[src/rtl/chg_pkg.sv]
// shared types and constants for the convex hull graham scan unit
// no dependencies; imported by every module of the block
package chg_pkg;

	localparam int MAX_POINTS = 64;
	localparam int COORD_WIDTH = 16;
	localparam int IDX_W = $clog2(MAX_POINTS);
	localparam int CNT_W = $clog2(MAX_POINTS + 1);
	localparam int DW = COORD_WIDTH + 1;
	localparam int PW = 2 * DW;

	typedef struct packed {
		logic signed [15:0] point_x;
		logic signed [15:0] point_y;
		logic               last_point;
	} point_req_t;

	typedef struct packed {
		logic signed [15:0] hull_x;
		logic signed [15:0] hull_y;
		logic               last_vertex;
		logic               overflow;
	} hull_res_t;

	typedef struct packed {
		logic signed [COORD_WIDTH-1:0] x;
		logic signed [COORD_WIDTH-1:0] y;
	} pt_t;

	typedef logic signed [DW-1:0] delta_t;

	typedef struct packed {
		logic   start;
		delta_t ax;
		delta_t ay;
		delta_t bx;
		delta_t by;
	} cu_ctrl_t;

	typedef struct packed {
		logic done;
		logic left;
		logic ahead;
	} cu_res_t;

	typedef enum logic [1:0] {
		CU_IDLE,
		CU_MUL1,
		CU_MUL2,
		CU_CMP
	} cu_state_t;

	typedef enum logic [4:0] {
		S_IDLE,
		S_PV_RD,
		S_PV_CMP,
		S_SW_RD,
		S_SW_WR,
		S_SW_WR0,
		S_SO_RDT,
		S_SO_LDT,
		S_SO_CHK,
		S_SO_LDC,
		S_SO_WAIT,
		S_SC_RD0,
		S_SC_RD1,
		S_SC_LD1,
		S_SC_RDT,
		S_SC_LDT,
		S_SC_CHK,
		S_SC_WAIT,
		S_SC_LDS,
		S_OUT_RD,
		S_OUT_EM
	} seq_state_t;

	// difference of two coordinates, one bit wider
	function automatic delta_t sub_pt(input logic signed [COORD_WIDTH-1:0] a,
			input logic signed [COORD_WIDTH-1:0] b);
		sub_pt = DW'(a) - DW'(b);
	endfunction

endpackage

[src/rtl/chg_cross_unit.sv]
// shared cross product and angle order unit, one multiplier used twice
// depends on chg_pkg
module chg_cross_unit import chg_pkg::*; (
	input  logic     clk,
	input  logic     arst_n,
	input  cu_ctrl_t ctrl,
	output cu_res_t  res
);

	cu_state_t state_q, state_d;
	delta_t ax_q, ay_q, bx_q, by_q;
	logic signed [PW-1:0] p1_q, p2_q, prod;
	logic signed [PW:0] diff;
	logic [DW-1:0] max_a, may_a, mbx_a, mby_a;
	logic [DW:0] sum_a, sum_b;
	logic za, zb;

	// next state
	always_comb begin
		state_d = state_q;
		unique case (state_q)
			CU_IDLE: if (ctrl.start) state_d = CU_MUL1;
			CU_MUL1: state_d = CU_MUL2;
			CU_MUL2: state_d = CU_CMP;
			CU_CMP:  state_d = CU_IDLE;
			default: state_d = CU_IDLE;
		endcase
	end

	// shared multiplier
	always_comb begin
		if (state_q == CU_MUL1) prod = ax_q * by_q;
		else prod = ay_q * bx_q;
	end

	always_ff @(posedge clk or negedge arst_n) begin
		if (!arst_n) state_q <= CU_IDLE;
		else state_q <= state_d;
	end

	always_ff @(posedge clk) begin
		if (state_q == CU_IDLE && ctrl.start) begin
			ax_q <= ctrl.ax;
			ay_q <= ctrl.ay;
			bx_q <= ctrl.bx;
			by_q <= ctrl.by;
		end
		if (state_q == CU_MUL1) p1_q <= prod;
		if (state_q == CU_MUL2) p2_q <= prod;
	end

	// sign of cross product and nearness tie break
	always_comb begin
		diff = (PW+1)'(p1_q) - (PW+1)'(p2_q);
		max_a = ax_q[DW-1] ? DW'(-ax_q) : DW'(ax_q);
		may_a = ay_q[DW-1] ? DW'(-ay_q) : DW'(ay_q);
		mbx_a = bx_q[DW-1] ? DW'(-bx_q) : DW'(bx_q);
		mby_a = by_q[DW-1] ? DW'(-by_q) : DW'(by_q);
		sum_a = (DW+1)'(max_a) + (DW+1)'(may_a);
		sum_b = (DW+1)'(mbx_a) + (DW+1)'(mby_a);
		za = (ax_q == '0) && (ay_q == '0);
		zb = (bx_q == '0) && (by_q == '0);
	end

	// outputs
	always_comb begin
		res.done = (state_q == CU_CMP);
		res.left = !diff[PW] && (diff != '0);
		if (za) res.ahead = !zb;
		else if (zb) res.ahead = 1'b0;
		else if (diff != '0) res.ahead = !diff[PW];
		else res.ahead = sum_a < sum_b;
	end

endmodule

[config.mk]
export PLATFORM = sky130hd
export DESIGN_NAME = chg_cross_unit
export DESIGN_NICKNAME = d
export VERILOG_FILES = /design/src/rtl/chg_pkg.sv /design/src/rtl/chg_cross_unit.sv
export SDC_FILE = /design/constraint.sdc
export NUM_CORES = 2
export LEC_CHECK = 0
export BUFFER_PORTS_ARGS = -buffer_cell sky130_fd_sc_hd__buf_4
export CORE_ASPECT_RATIO = 2
export CORE_UTILIZATION = 40
export CTS_CLUSTER_DIAMETER = 150
export DETAILED_ROUTE_END_ITERATION = 7
export GPL_TIMING_DRIVEN = 0
export HOLD_SLACK_MARGIN = 0.15
export PLACE_DENSITY = 0.56
export SLEW_MARGIN = 20
export SYNTH_ARGS = -nofsm -noshare
export SYNTH_HDL_FRONTEND = slang
export SYNTH_SLANG_ARGS = --single-unit
[constraint.sdc]
create_clock -name clk -period 6 [get_ports clk]
set_input_delay 1.2 -clock clk [delete_from_list [all_inputs] [get_ports clk]]
set_output_delay 1.2 -clock clk [all_outputs]
set_load 0.005 [all_outputs]
==> metrics.md <==
| Metric | Value |
|---|---|
| Initial antenna violation count | `5` |
| DRT Pass-1 Iters | `7` |
| Cells along the critical path | `buf_8 > buf_12 > and2_4 > fa_1 > inv_1 > fa_1 > fa_2 > inv_2 > ha_4 > fa_1 > inv_1 > fa_2 > inv_2 > ha_4 > o21a_1 > o21ai_2 > o31ai_2 > a21o_1 > o21ai_2 > or3_4 > a31oi_4 > a211oi_2 > xnor2_2 > mux2i_4` |
| Crit path launch type | `register` |
| Unrepaired setup endpoints after global routing | `yes` |
| Syn_nets | `4343` |
| First-pass GRT wire length | `171000 µm` |
| Vias | `25200` |
| Sink Count | `138` |
| Flop-to-flop setup slack | `-780 ps` |
| Yosys top cell by area | `fa_1` |
| Crit path DAT | `6990 ps` |
| Setup violators final | `37` |
| Status | `finished with violations` |
| Drt wl/cell | `24.5 µm` |
| Min Tclk post-route | `6780 ps` |
| Cts hold-fix bufs | `0` |
| FF-to-FF path depth | `24` |
| Hold Fails Final Rpt | `0` |
| Largest net degree at the start of global routing | `51` |
| WL final | `115000 µm` |
| Root Buffer | `clkbuf_16` |
| Routability cong. | `0.994` |
| CP top delay family | `adder cells` |
| Fmax | `0.147 GHz` |
| Die Wd | `202 µm` |
| Syn_area_per_cell | `9.33 µm²` |
| CTS tree | `yes` |
| Post-route setup slack | `-781 ps` |
| CP Buf/Inv Count | `6` |
| Post-Syn Instances | `3413` |
| Largest buffer count on any clock path | `2` |
| H-tree depth | `4` |
| Asr flop ratio synth | `1.45%` |
| Area grow syn2layout | `18.6%` |
| Area of the multi-input gates | `25800 µm²` |
| Number of synthesized flops with an enable pin | `136` |
| Register Area | `4130 µm²` |
| Reg-to-Reg End | `p2_q[33]` |
| Failing checks | `setup timing` |
| Slowest-stage cell, CP | `fa_2` |
| Die height | `401 µm` |
| Layout Skew | `35.2 ps` |
| Grt ovf | `0` |
| Fin crit share | `113%` |
| Final nets | `4576` |
| Vias in the first global route | `27800` |
| Clock latency on the worst-skew pair | `510 ps` |
| # IOs | `74` |
| TritonCTS Buffers | `17` |
| Synthesized cell area | `31800 µm²` |
| Max_cap viols | `0` |
| HP Class | `primary input to async pin` |
| Die footprint | `80800 µm²` |
| Initial core utilization | `40.4%` |
| Post-synth top cells | `inv_1 (693), fa_1 (595), nand2_1 (348), and2_1 (288), ha_1 (264)` |
| Setup TNS | `-19680 ps` |
| Share of cells above drive strength 1 | `18.2%` |
| Seq/Total Area, Yosys | `13.0%` |
| Share of the synthesized area in the top cell type | `37.4%` |
| DRT antenna net count | `0` |
| Core area | `78900 µm²` |
| Distinct cells, synth | `90` |
| R2r startpoint | `ax_q[5]` |
| Tightest Pin Transition | `901 ps` |
| Most common cell in the netlist | `inv_1` |
| Largest cells by area after synthesis | `fa_1 (37%), edfxtp_1 (13%), ha_1 (10%), inv_1 (8.2%), and2_1 (5.7%)` |
| Most frequent CP cell | `fa_1` |
| DRT iter0 DRCs | `1376` |
| Max incr delay on CP | `640 ps` |
| Crit end category | `register` |
| Setup Crit Path Kind | `register to register` |
| Clock-pin slew on the worst setup and hold paths | `70 ps` |
| Fin. max-slew vios | `0` |
| #FFs+latches synth | `138` |
| Critical Path Fanout Max | `5` |
| Synth warnings | `0` |
| FP Rows | `146` |
| Buffers added on ports | `73` |
| # fillers | `7634` |
| DR DRC count | `0` |
| All-Layer GR Usage | `29.5%` |
| Max-slew headroom at the worst pin | `39.4%` |
| Via density per instance | `5.37` |
| Synth Flop Type | `edfxtp_1` |
| CP required | `6210 ps` |
| HPWL Detailed | `93800 µm` |
==> area by class of cell <==
| class | count | share of cell area [%] |
|---|---|---|
| Multi-Input combinational cell | 2428 | 68.3 |
| Antenna cell | 6 | 0.0398 |
| Clock inverter | 13 | 0.401 |
| Tap cell | 1036 | 3.43 |
| Clock buffer | 19 | 1.15 |
| Inverter | 693 | 6.93 |
| Sequential cell | 138 | 10.9 |
| Buffer | 134 | 3.64 |
| Timing Repair Buffer | 234 | 5.20 |
==> worst reg2reg max path, cell delays in order (launching register included) <==
cell and delay [ps]:
edfxtp_1 550, buf_8 220, buf_12 130, and2_4 140
fa_1 520, inv_1 50, fa_1 470, fa_2 540
inv_2 40, ha_4 210, fa_1 530, inv_1 50
fa_2 640, inv_2 70, ha_4 280, o21a_1 150
o21ai_2 90, o31ai_2 260, a21o_1 160, o21ai_2 90
or3_4 410, a31oi_4 270, a211oi_2 130, xnor2_2 350
mux2i_4 130
==> worst max-delay path by stage <==
stage / startpoint / to / slack [ps] / depth (start not counted)
after floorplan: bx_q[5] / p1_q[28] / -130 / 24
after global placement: ay_q[16] / p1_q[33] / -2080 / 23
after detailed placement: ay_q[16] / p1_q[33] / -2110 / 23
after CTS: bx_q[5] / p2_q[33] / -890 / 24
after global routing: ay_q[11] / p1_q[30] / -940 / 24
final: ax_q[5] / p2_q[33] / -780 / 24
==> what timing repair did <==
item	4_1_cts	5_1_grt
pin swaps	113	106
endpoints found under the setup margin	50	46
gates resized for setup	355	148
gates cloned	0	1
buffers inserted	109	51
==> per-stage QoR <==
stage	hold slack, ps	cells	instance area, µm²	setup WS [ps]	util, %
detailed placement	565	4525	34100	-2110	43.2
floorplan	533	3413	32200	-126	-
CTS	437	4648	37000	-894	46.8
finish	477	4701	37800	-781	47.9
global route	458	4699	37800	-944	47.8
global placement	572	4522	34000	-2080	43.1
==> routing by layer <==
| layer | global-route usage [%] | vias up | wire length [µm] |
|---|---|---|---|
| met5 | 0 | - | 0 |
| met4 | 30.1 | 0 | 14200 |
| met3 | 4.32 | 437 | 4950 |
| met2 | 54.8 | 835 | 61500 |
| met1 | 26.2 | 12800 | 34400 |
| li1 | - | 11200 | - |
==> state kept, by name, summed over array words and instances (netlist names) <==
register  cells
p1_q         34
p2_q         34
ax_q         17
ay_q         17
bx_q         17
by_q         17
state_q       2
==> kinds of logic (layout without fill, tap and decap cells) <==
logic type / Yosys count / count (layout) / share of synthesized area [%]
compound gates: 434 / 434 / 9.11
fa+ha+maj: 859 / 859 / 47.8
simple gates: 956 / 956 / 15.1
flops: 138 / 138 / 13.0
xor+xnor: 162 / 162 / 4.46
buf+inv: 847 / 1093 / 10.0
other cells: 0 / 6 / 0
mux: 17 / 17 / 0.558
==> cells in the final DEF, fill, tap and decap left out, drive strengths merged, types with 7 or more instances in the layout <==
master      n
a211oi     19
inv       690
and3        8
xnor2     122
nor3       36
or3        22
a31oi      14
a21oi     106
and2      288
o21a       26
clkbuf    104
nor4       10
nor2      130
edfxtp    136
ha        264
o21bai     17
fa        595
nand3      28
clkinvlp    7
a21o       32
buf       283
mux2i      11
o2111ai     8
xor2       40
nor2b      15
o41ai       8
a2111oi    11
o21ai     106
o211ai     10
nand2     349
o31ai      26
or2         8
nand2b     30
Power is not shown: default switching activity piles up to over one toggle a cycle in this logic, so the estimate is an artifact.
